--- src/rtl/mcbt_pkg.sv ---
package mcbt_pkg;

	// field widths of the command and result beats
	localparam int KIND_W   = 2;
	localparam int CHAN_W   = 3;
	localparam int MODE_W   = 3;
	localparam int TMO_IN_W = 24;
	localparam int PERIOD_W = 8;
	localparam int PINS_W   = 8;
	localparam int STATUS_W = 2;
	localparam int CFG_IDX_W = 1;

	// command kinds
	localparam logic [KIND_W-1:0] KIND_SET   = 2'd0;
	localparam logic [KIND_W-1:0] KIND_TICK  = 2'd1;
	localparam logic [KIND_W-1:0] KIND_QUERY = 2'd2;

	// channel modes
	localparam logic [MODE_W-1:0] MODE_SLOW   = 3'd0;
	localparam logic [MODE_W-1:0] MODE_FAST   = 3'd1;
	localparam logic [MODE_W-1:0] MODE_OFF    = 3'd2;
	localparam logic [MODE_W-1:0] MODE_ON     = 3'd3;
	localparam logic [MODE_W-1:0] MODE_TOGGLE = 3'd4;

	// channel status codes
	localparam logic [STATUS_W-1:0] ST_ON    = 2'd0;
	localparam logic [STATUS_W-1:0] ST_OFF   = 2'd1;
	localparam logic [STATUS_W-1:0] ST_FLASH = 2'd2;

	// configuration register indexes and reset values
	localparam logic [CFG_IDX_W-1:0] REG_SLOW_PERIOD = 1'b0;
	localparam logic [CFG_IDX_W-1:0] REG_FAST_PERIOD = 1'b1;
	localparam logic [PERIOD_W-1:0]  SLOW_PERIOD_RST = 8'd50;
	localparam logic [PERIOD_W-1:0]  FAST_PERIOD_RST = 8'd25;

	// per-channel control bits kept in flops
	typedef struct packed {
		logic                pin;
		logic [STATUS_W-1:0] status;
	} chan_ctl_t;

	// what the update logic is asked to do
	typedef struct packed {
		logic                tick;
		logic [MODE_W-1:0]   mode;
		logic [PERIOD_W-1:0] cfg_period;
	} upd_cmd_t;

endpackage

--- src/rtl/mcbt_chan_upd.sv ---
module mcbt_chan_upd #(
	parameter int TIMEOUT_BITS = 24
) (
	input  mcbt_pkg::upd_cmd_t             cmd,
	input  mcbt_pkg::chan_ctl_t            cur_ctl,
	input  logic [mcbt_pkg::PERIOD_W-1:0]  cur_period,
	input  logic [mcbt_pkg::PERIOD_W-1:0]  cur_count,
	input  logic [TIMEOUT_BITS-1:0]        cur_timeout,
	input  logic [TIMEOUT_BITS-1:0]        set_timeout,
	output mcbt_pkg::chan_ctl_t            nxt_ctl,
	output logic [mcbt_pkg::PERIOD_W-1:0]  nxt_period,
	output logic [mcbt_pkg::PERIOD_W-1:0]  nxt_count,
	output logic [TIMEOUT_BITS-1:0]        nxt_timeout
);
	import mcbt_pkg::*;

	// next state of one channel for a tick or a set command
	always_comb begin
		logic [PERIOD_W-1:0]     cnt;
		logic [TIMEOUT_BITS-1:0] tmo;
		nxt_ctl     = cur_ctl;
		nxt_period  = cur_period;
		nxt_count   = cur_count;
		nxt_timeout = cur_timeout;
		cnt         = cur_count;
		tmo         = cur_timeout;
		if (cmd.tick) begin
			// flash countdown first
			if (cur_ctl.status == ST_FLASH) begin
				if (cnt != '0)
					cnt = cnt - 1'b1;
				if (cnt == '0) begin
					nxt_ctl.pin = ~cur_ctl.pin;
					cnt = cur_period;
				end
				nxt_count = cnt;
			end
			// then the timeout, expiry forces the pin off
			if (cur_timeout != '0) begin
				tmo = cur_timeout - 1'b1;
				if (tmo == '0) begin
					nxt_ctl.pin    = 1'b0;
					nxt_ctl.status = ST_OFF;
				end
				nxt_timeout = tmo;
			end
		end else begin
			nxt_timeout = set_timeout;
			unique case (cmd.mode) inside
				MODE_SLOW, MODE_FAST: begin
					nxt_ctl.status = ST_FLASH;
					nxt_period     = cmd.cfg_period;
					nxt_count      = '0;
				end
				MODE_OFF: begin
					nxt_ctl.pin    = 1'b0;
					nxt_ctl.status = ST_OFF;
				end
				MODE_ON: begin
					nxt_ctl.pin    = 1'b1;
					nxt_ctl.status = ST_ON;
				end
				MODE_TOGGLE: begin
					nxt_ctl.pin    = ~cur_ctl.pin;
					nxt_ctl.status = cur_ctl.pin ? ST_OFF : ST_ON;
				end
				default: begin
					nxt_timeout = cur_timeout;
				end
			endcase
		end
	end

endmodule

--- src/rtl/multi_channel_blink_timeout_ctrl_unit.sv ---
// channel   beat marked by            fields
// command   start & !busy             kind, channel, mode, timeout_ticks
// result    done (one cycle)          pin_levels, channel_status
// config    cfg_valid & cfg_ready     cfg_index, cfg_data (cfg_ready is always high)
//
// period, countdown and timeout of each channel sit in one memory with a
// registered read; every access is a read then a write-back.
// set: read, write-back, result; tick: read and write-back of each channel in turn,
// then result; query or rejected command: result; busy drops as done rises.
// arst_n resets all flops but rd_q; unwritten memory entries read as zero.
// the receiver cannot stall: done is high for one cycle; the fields then hold.
module multi_channel_blink_timeout_ctrl_unit #(
	parameter int CHANNELS     = 8,
	parameter int TIMEOUT_BITS = 24
) (
	input  logic                              clk,
	input  logic                              arst_n,
	input  logic                              start,
	output logic                              busy,
	input  logic [mcbt_pkg::KIND_W-1:0]       kind,
	input  logic [mcbt_pkg::CHAN_W-1:0]       channel,
	input  logic [mcbt_pkg::MODE_W-1:0]       mode,
	input  logic [mcbt_pkg::TMO_IN_W-1:0]     timeout_ticks,
	output logic                              done,
	output logic [mcbt_pkg::PINS_W-1:0]       pin_levels,
	output logic [mcbt_pkg::STATUS_W-1:0]     channel_status,
	input  logic                              cfg_valid,
	output logic                              cfg_ready,
	input  logic [mcbt_pkg::CFG_IDX_W-1:0]    cfg_index,
	input  logic [mcbt_pkg::PERIOD_W-1:0]     cfg_data
);
	import mcbt_pkg::*;

	localparam int IDX_W  = (CHANNELS > 1) ? $clog2(CHANNELS) : 1;
	localparam int WORD_W = 2 * PERIOD_W + TIMEOUT_BITS;
	localparam logic [IDX_W-1:0] LAST_IDX = IDX_W'(CHANNELS - 1);

	typedef enum logic [2:0] {
		S_IDLE,
		S_SET_RD,
		S_SET_WR,
		S_TICK_RD,
		S_TICK_WR,
		S_RESP
	} state_t;

	state_t                  state_q;
	logic [IDX_W-1:0]        addr_q;
	logic [IDX_W-1:0]        chan_q;
	logic                    chan_ok_q;
	logic [MODE_W-1:0]       mode_q;
	logic [TIMEOUT_BITS-1:0] tmo_q;
	logic                    done_q;
	logic [PINS_W-1:0]       pin_levels_q;
	logic [STATUS_W-1:0]     status_q;

	logic [PERIOD_W-1:0]     slow_q;
	logic [PERIOD_W-1:0]     fast_q;

	logic [CHANNELS-1:0]     pin_q;
	logic [STATUS_W-1:0]     stat_q [CHANNELS];
	logic [CHANNELS-1:0]     valid_q;

	logic [WORD_W-1:0]       mem [CHANNELS];
	logic [WORD_W-1:0]       rd_q;

	logic                    chan_ok;
	logic                    write_back;
	logic [WORD_W-1:0]       rd_eff;
	logic [WORD_W-1:0]       wr_word;
	logic [PINS_W-1:0]       pins_show;
	upd_cmd_t                cmd;
	chan_ctl_t               cur_ctl;
	chan_ctl_t               nxt_ctl;
	logic [PERIOD_W-1:0]     nxt_period;
	logic [PERIOD_W-1:0]     nxt_count;
	logic [TIMEOUT_BITS-1:0] nxt_timeout;

	assign busy           = (state_q != S_IDLE);
	assign done           = done_q;
	assign pin_levels     = pin_levels_q;
	assign channel_status = status_q;
	assign cfg_ready      = 1'b1;

	assign chan_ok    = (32'(channel) < CHANNELS);
	assign write_back = (state_q == S_SET_WR) || (state_q == S_TICK_WR);

	// configuration registers
	always_ff @(posedge clk or negedge arst_n) begin
		if (!arst_n) begin
			slow_q <= SLOW_PERIOD_RST;
			fast_q <= FAST_PERIOD_RST;
		end else if (cfg_valid && cfg_ready) begin
			unique case (cfg_index)
				REG_SLOW_PERIOD: slow_q <= cfg_data;
				REG_FAST_PERIOD: fast_q <= cfg_data;
				default: ;
			endcase
		end
	end

	// channel memory, registered read
	always_ff @(posedge clk) begin
		if (write_back)
			mem[addr_q] <= wr_word;
		rd_q <= mem[addr_q];
	end

	// never-written entries read as zero
	assign rd_eff = valid_q[addr_q] ? rd_q : '0;

	assign cur_ctl.pin    = pin_q[addr_q];
	assign cur_ctl.status = stat_q[addr_q];

	assign cmd.tick       = (state_q == S_TICK_WR);
	assign cmd.mode       = mode_q;
	assign cmd.cfg_period = (mode_q == MODE_FAST) ? fast_q : slow_q;

	mcbt_chan_upd #(
		.TIMEOUT_BITS(TIMEOUT_BITS)
	) u_upd (
		.cmd        (cmd),
		.cur_ctl    (cur_ctl),
		.cur_period (rd_eff[WORD_W-1 -: PERIOD_W]),
		.cur_count  (rd_eff[TIMEOUT_BITS +: PERIOD_W]),
		.cur_timeout(rd_eff[TIMEOUT_BITS-1:0]),
		.set_timeout(tmo_q),
		.nxt_ctl    (nxt_ctl),
		.nxt_period (nxt_period),
		.nxt_count  (nxt_count),
		.nxt_timeout(nxt_timeout)
	);

	assign wr_word = {nxt_period, nxt_count, nxt_timeout};

	// pin and status flops, written back with the memory entry
	always_ff @(posedge clk or negedge arst_n) begin
		if (!arst_n) begin
			pin_q   <= '0;
			valid_q <= '0;
			for (int c = 0; c < CHANNELS; c++)
				stat_q[c] <= ST_ON;
		end else if (write_back) begin
			pin_q[addr_q]   <= nxt_ctl.pin;
			stat_q[addr_q]  <= nxt_ctl.status;
			valid_q[addr_q] <= 1'b1;
		end
	end

	// pins shown on the result, channels beyond the count read low
	always_comb begin
		pins_show = '0;
		for (int c = 0; c < PINS_W && c < CHANNELS; c++)
			pins_show[c] = pin_q[c];
	end

	// command sequencer and result registers
	always_ff @(posedge clk or negedge arst_n) begin
		if (!arst_n) begin
			state_q      <= S_IDLE;
			addr_q       <= '0;
			chan_q       <= '0;
			chan_ok_q    <= 1'b0;
			mode_q       <= MODE_SLOW;
			tmo_q        <= '0;
			done_q       <= 1'b0;
			pin_levels_q <= '0;
			status_q     <= ST_ON;
		end else begin
			done_q <= 1'b0;
			unique case (state_q)
				S_IDLE: begin
					if (start) begin
						chan_q    <= IDX_W'(channel);
						chan_ok_q <= chan_ok;
						mode_q    <= mode;
						tmo_q     <= TIMEOUT_BITS'(timeout_ticks);
						if (kind == KIND_TICK) begin
							addr_q  <= '0;
							state_q <= S_TICK_RD;
						end else if (kind == KIND_SET && chan_ok && mode <= MODE_TOGGLE) begin
							addr_q  <= IDX_W'(channel);
							state_q <= S_SET_RD;
						end else begin
							addr_q  <= IDX_W'(channel);
							state_q <= S_RESP;
						end
					end
				end
				S_SET_RD: begin
					state_q <= S_SET_WR;
				end
				S_SET_WR: begin
					state_q <= S_RESP;
				end
				S_TICK_RD: begin
					state_q <= S_TICK_WR;
				end
				S_TICK_WR: begin
					if (addr_q == LAST_IDX) begin
						addr_q  <= chan_q;
						state_q <= S_RESP;
					end else begin
						addr_q  <= addr_q + 1'b1;
						state_q <= S_TICK_RD;
					end
				end
				S_RESP: begin
					done_q       <= 1'b1;
					pin_levels_q <= pins_show;
					status_q     <= chan_ok_q ? stat_q[addr_q] : ST_OFF;
					state_q      <= S_IDLE;
				end
				default: begin
					state_q <= S_IDLE;
				end
			endcase
		end
	end

endmodule
--- config.mk ---
export PLATFORM = sky130hd
export DESIGN_NAME = multi_channel_blink_timeout_ctrl_unit
export DESIGN_NICKNAME = d
export VERILOG_FILES = /design/src/rtl/mcbt_pkg.sv /design/src/rtl/mcbt_chan_upd.sv /design/src/rtl/multi_channel_blink_timeout_ctrl_unit.sv
export SDC_FILE = /design/constraint.sdc
export NUM_CORES = 1
export LEC_CHECK = 0
export ABC_AREA = 1
export BUFFER_PORTS_ARGS = -buffer_cell sky130_fd_sc_hd__buf_2
export CAP_MARGIN = 20
export CORE_AREA = 2 2 239 194
export CTS_BUF_LIST = sky130_fd_sc_hd__clkbuf_4 sky130_fd_sc_hd__clkbuf_8
export DETAILED_ROUTE_END_ITERATION = 10
export DIE_AREA = 0 0 241 196
export PLACE_DENSITY_LB_ADDON = 0.12
export SYNTH_ARGS = -nofsm -noshare
export SYNTH_HDL_FRONTEND = slang
export SYNTH_SLANG_ARGS = --single-unit
--- constraint.sdc ---
create_clock -name clk -period 5 [get_ports clk]
set_clock_uncertainty 0.1 [all_clocks]
set_input_delay 0.5 -clock clk [delete_from_list [all_inputs] [get_ports clk]]
set_output_delay 0.5 -clock clk [all_outputs]
set_load 0.02 [all_outputs]
Word-level counts from Yosys, hierarchy flattened --
Memory sizes are Yosys's and may differ from the RTL's. A register that Yosys moved wholly into a read port is not among the register bits. Index checks and enable logic that the tools add are counted. W data, S select, Z words.
Operators by class: multipliers 0, add/subtract/negate cells 3, magnitude comparators 5, equality and inequality tests 13, reductions and logical operators 19, bitwise logic cells 4, shifts and indexed selects 0, muxes and demuxes 48, divide/modulo/power cells 0
Operators with widths (count):
- $mux W8 | 10
- $mux W24 | 3
- $mux W40 | 1
- $mux W3 | 10
- $logic_not A24 Y1 | 1
- $reduce_bool A24 Y1 | 1
- $sub A24 B1 Y24 const B | 1
- $bwmux W16 | 1
- $pmux W3 S5 | 1
- $eq A3 B2 Y1 const B | 4
- $eq A3 B3 Y1 const B | 4
- $mux W1 | 9
- $bwmux W8 | 1
- $logic_not A8 Y1 | 1
- $mux W2 | 4
- $or A8 B8 Y8 | 1
- $pmux W2 S4 | 1
- $reduce_and A2 Y1 | 4
- $reduce_bool A8 Y1 | 1
- $sub A8 B1 Y8 const B | 1
- $bmux W1 S3 | 2
- $bmux W2 S3 | 1
- $demux W2 S3 | 1
- $eq A3 B1 Y1 const B | 2
- other kinds (22) | 26
Storage, ports and cells: flip-flop bits (word level) 96, output and inout bits 13, ROM bits 0, memories 1, bits in writable memories 320, latch bits 0, input port bits 45
Memories:
- mem | words 8, bits a word 40, read ports 1, clocked after Yosys merged registers in 1, wr ports 1, line multi_channel_blink_timeout_ctrl_unit.sv:64 | logic [WORD_W-1:0] mem [CHANNELS];

Longest topological paths before layout --
word-level depth 14, gate-level depth with buffers 26, mapped depth without buffers 24

Cells and area by module --
Synthesis repeated with hierarchy kept, for this count alone.
Second synthesis, totals: cell total of the unflattened synthesis 2005, area total of the unflattened synthesis 20123.0 um^2
Modules (own cells, without submodules):
- multi_channel_blink_timeout_ctrl_unit | area each 18032.3 um^2, instances 1, cells each 1564
- mcbt_chan_upd | area each 2090.8 um^2, instances 1, cells each 441

Worst setup path after synthesis --
OpenSTA, ideal clock, no wires.
path type register -> register, start point register addr_q[2], end point register stat_q[4] in the netlist's numbering, library setup time 0.125 ns, buffers on the path 1, cell stages (with the launch flop) 9, setup slack 0.254 ns, clock period less this slack 4.746 ns, data arrival time 4.521 ns, cell sequence dfrtp_1 inv_2 nor2_1 clkbuf_1 inv_1 nor3_1 inv_1 nand2_1 nand2_1
Between the ends: word-level cells in the longest chain between the ends 9, elaborated cells on any way between the ends 23, those cells by class add/sub (1); order compare (2); mux (16); bitwise (1); reduce/logical (3)
Ends and longest elaborated chain:
- start: declaration | line multi_channel_blink_timeout_ctrl_unit.sv:48 | logic [IDX_W-1:0] addr_q;
- start signal: assignment | line multi_channel_blink_timeout_ctrl_unit.sv:182 | addr_q <= IDX_W'(channel);
- start signal: assignment | line multi_channel_blink_timeout_ctrl_unit.sv:185 | addr_q <= IDX_W'(channel);
- start signal: assignment | line multi_channel_blink_timeout_ctrl_unit.sv:201 | addr_q <= chan_q;
- $bmux W1 S3 | line multi_channel_blink_timeout_ctrl_unit.sv:110 | assign rd_eff = valid_q[addr_q] ? rd_q : '0;
- $mux W1 (not written as such) | line multi_channel_blink_timeout_ctrl_unit.sv:110
- $mux W40 | line multi_channel_blink_timeout_ctrl_unit.sv:110
- $sub A24 B1 Y24 | line mcbt_chan_upd.sv:40 | tmo = cur_timeout - 1'b1;
- $logic_not A24 Y1 | line mcbt_chan_upd.sv:41 | if (tmo == '0) begin
- $mux W3 | line mcbt_chan_upd.sv:41
- $mux W3 | line mcbt_chan_upd.sv:39 | if (cur_timeout != '0) begin
- $mux W3 | line mcbt_chan_upd.sv:27 | if (cmd.tick) begin
- $bwmux W16 * | line multi_channel_blink_timeout_ctrl_unit.sv:145 | stat_q[addr_q] <= nxt_ctl.status;
- end signal: indexed assignment | line multi_channel_blink_timeout_ctrl_unit.sv:145
- end: declaration | line multi_channel_blink_timeout_ctrl_unit.sv:61 | logic [STATUS_W-1:0] stat_q [CHANNELS];
Every way passes the cells marked *; elsewhere a longest branch is shown, timed or not. The select of a mux whose other input is x is not followed. A chain may end at the register's enable or synchronous reset.

Worst setup path in the final report --
start point register addr_q[0], end point memory mem[1][17] in the netlist's numbering, data pin
Between the ends: word-level cells in the longest chain between the ends 6, elaborated cells on any way between the ends 8, those cells by class add/sub (1); mux (6); reduce/logical (1)
Ends and longest elaborated chain:
- $bmux W1 S3 * | line multi_channel_blink_timeout_ctrl_unit.sv:110
- $mux W1 (not written as such) * | line multi_channel_blink_timeout_ctrl_unit.sv:110
- $mux W40 * | line multi_channel_blink_timeout_ctrl_unit.sv:110
- $sub A24 B1 Y24 or $reduce_bool A24 Y1 (tied branches) | line mcbt_chan_upd.sv:40, mcbt_chan_upd.sv:39
- $mux W24 | line mcbt_chan_upd.sv:39
- $mux W24 * | line mcbt_chan_upd.sv:27
- via nxt_timeout[17] | line multi_channel_blink_timeout_ctrl_unit.sv:77 | logic [TIMEOUT_BITS-1:0] nxt_timeout;
- end: declaration | line multi_channel_blink_timeout_ctrl_unit.sv:64
The timed path passes the listed nets; every way through them passes the cells marked *. The select of a mux whose other input is x is not followed.

==> qor.yml <==
multi_input_area_mm2: 0.005533
p_clk_frac: 0.204
start_util: 0.4221
drt-total-wl_um: 55060
portBuffers: 56
pwr-share-seq: 0.377
grt_pass1_vias: 13420
final_cell_area_mm2: 0.02202
cts.path.max_buffers: 3
worst_setup_path_start_kind: "flop"
cp-end-kind: "flop"
viasPerCell: 5.449
worst_pin_slew_ns: 1.032
grt_max_degree: 83
async_flop_share: 0.2105
htree_levels: 3
grt_antenna_before_repair: 0
track_usage: 0.2386
critPathKind: "reg -> reg"
syn_avg_cell_area_um2: 11.18
p_comb_frac: 0.420
max_freq_mhz: 225.9
netlist_area_mm2: 0.01900
area_growth_pct: 15.88
ys_ff_latch: 456
switching_power_w: 0.007340
path_clk_slew_ns: 0.06
yosysSeqAreaShare: 0.6747
setup_tns_ns: 0
synth_edf_count: 320
p_per_area_mw_per_mm2: 775.8
cp.arrival_ns: 4.68
utilization: 0.4891
synth_top_area_cell: "edfxtp_1"
core.rowCount: 70
maxCapViolCount: 0
synth.most_common_cell: "nand2_1"
die_area_mm2: 0.04724
numCtsBuffers: 76
die_h_um: 196
p_int_w: 0.009742
total_leakage_power_nw: 8.440
worst_slack_ns: 0.5741
maxSlewViolCount: 0
fillCellCount: 4116
hold_viol_final: 0
cts_sinks: 456
drc: 0
wl_per_cell_um: 21.98
synth_common_cells: "nand2_1 (396), edfxtp_1 (320), o21ai_0 (171)"
clock_latency_ns: 0.69
ant_nets: 0
slew-limit-headroom: 0.3098
run_status: "complete, no violations"
required_ns: 5.26
hp-class: "in -> reg"
coreArea_mm2: 0.04502
finalSetupViolCount: 0
io_pins: 58
yosys-top-cells-area: "edfxtp_1 (51%), dfrtp_1 (12%), nand2_1 (7.8%)"
crit_fanout: 82
gp_congestion: 0.8750
swShare: 0.4297
synth_warnings: 0
period_needed_ns: 4.426
finalCritPeriodShare: 0.8852
place_area_mm2: 0.02006
drtIter0Drc: 1086
rsz0062_at_grt: "no"
drt_first_pass_iters: 5
synthesis.nets: 1750
diodes: 0
dr_total_vias: 13650
synthCells: 1700
die_x_um: 241
ctsRootBufferMaster: "clkbuf_8"
drive_above_1_share: 0.1685
grt_pass1_wl_um: 83770
cts_tree: "yes"
synth_flop_cell: "edfxtp_1"
hpwl_um: 32310
nNetsFinal: 1881
yosysUniqueCellTypes: 56
ff_latch_area_mm2: 0.01282
grt_overflow: 0
power_w: 0.01708
ir_drop_uv: 400.8
synth_top_area_share: 0.5057
dp_slack_ns: 0.6283
cts_setup_buffers: 0
[layout by cell type (no fill, tap or decap), types with 34 or more instances in the layout]
cell type      instances
nand2_1              396
edfxtp_1             320
o21ai_0              171
nor2_1               160
inv_1                 92
dfrtp_1               89
clkbuf_8              85
nand3_1               63
buf_2                 55
a221oi_1              41
dfxtp_1               40
buf_4                 36
dlygate4sd3_1         34
[state kept, by name, indices dropped and copies added (netlist names)]
name	flops
mode_q	3
rd_q	40
mem	320
chan_q	3
slow_q	8
done	1
pin_levels	8
valid_q	8
stat_q	16
state_q	3
chan_ok_q	1
pin_q	8
addr_q	3
fast_q	8
tmo_q	24
channel_status	2
[cells by family after synthesis]
kind of cell               count (synthesis)  synth area share
and+or+nand+nor                          672            0.1442
xor gates and xnor gates                   3          0.001383
adders and majority gates                  5          0.003292
muxes                                     27           0.01600
AOI/OAI and AO/OA                        362            0.1220
buffers and inverters                    174           0.03826
other                                      1         0.0001973
DFF                                      456            0.6747
[power groups by stage]
stage	clock (W)	sequential (W)	combinational (W)
floorplan	0	0.00626	0.00483
global placement	0	0.00649	0.00698
detailed placement	0	0.00649	0.00702
CTS	0.00355	0.00642	0.00709
global route	0.00371	0.00652	0.00796
finish	0.00348	0.00643	0.00717
[final cells by class]
| class | instances | area share |
|---|---|---|
| Timing Repair Buffer | 128 | 0.04182 |
| Sequential cell | 456 | 0.5824 |
| Multi-Input combinational cell | 1070 | 0.2513 |
| Tap cell | 612 | 0.03477 |
| Clock inverter | 25 | 0.009489 |
| Inverter | 99 | 0.01693 |
| Clock buffer | 115 | 0.06336 |
[through the flow]
| stage | instances | hold WS (ns) |
|---|---|---|
| after floorplan | 1700 | 0.1044 |
| after global placement | 2329 | 0.3557 |
| after detailed placement | 2329 | 0.3570 |
| after CTS | 2503 | 0.0003769 |
| after global routing | 2505 | 0.03321 |
| final | 2505 | 0.05231 |
[worst max-delay path, cell delays in order (launching register included)]
cell,delay (ns)
dfrtp_4,0.66
clkinv_2,0.15
nand2_1,0.06
nand2_1,0.06
nand2_1,0.05
nand2_1,0.08
nand2_2,0.08
nand2_8,0.36
o41ai_1,0.25
nand2_1,0.14
nor2_2,0.07
nand3_1,0.45
inv_1,0.31
nor2_1,0.42
inv_1,0.23
o22ai_1,0.53
[layer usage]
layer  vias up  GRT usage  part of all wire  wire length, um
met5         -          0                 0                0
met2       418     0.3501              0.44            24120
met1      6819     0.3567              0.48            26500
li1       6316          -                 -                -
met3        97    0.04714             0.055             3040
met4         0    0.07339             0.026             1408
[repair_timing]
item                                   4_1_cts  5_1_grt
gates resized for setup                      0        0
endpoints found under the hold margin       83        0
hold buffers                                34        0
[final timing paths]
path / from / to / slack [ns] / cells after the start
max in group asynchronous: arst_n / addr_q[0]$_DFFE_PN0P_ / 3.31 / 3
hold / removal: cfg_data[6] / slow_q[6]$_DFFE_PN0P_ / 0.05 / 3
setup reg to reg: addr_q[0]$_DFFE_PN0P_ / mem[1][17]$_DFFE_PP_ / 0.57 / 15
hold reg to reg: mem[7][23]$_DFFE_PP_ / rd_q[23]$_DFF_P_ / 0.37 / 2
min in group asynchronous: arst_n / pin_levels[0]$_DFFE_PN0P_ / 0.30 / 2
setup / recovery: addr_q[0]$_DFFE_PN0P_ / mem[1][17]$_DFFE_PP_ / 0.57 / 15
Power figures use the tool's default switching activity.
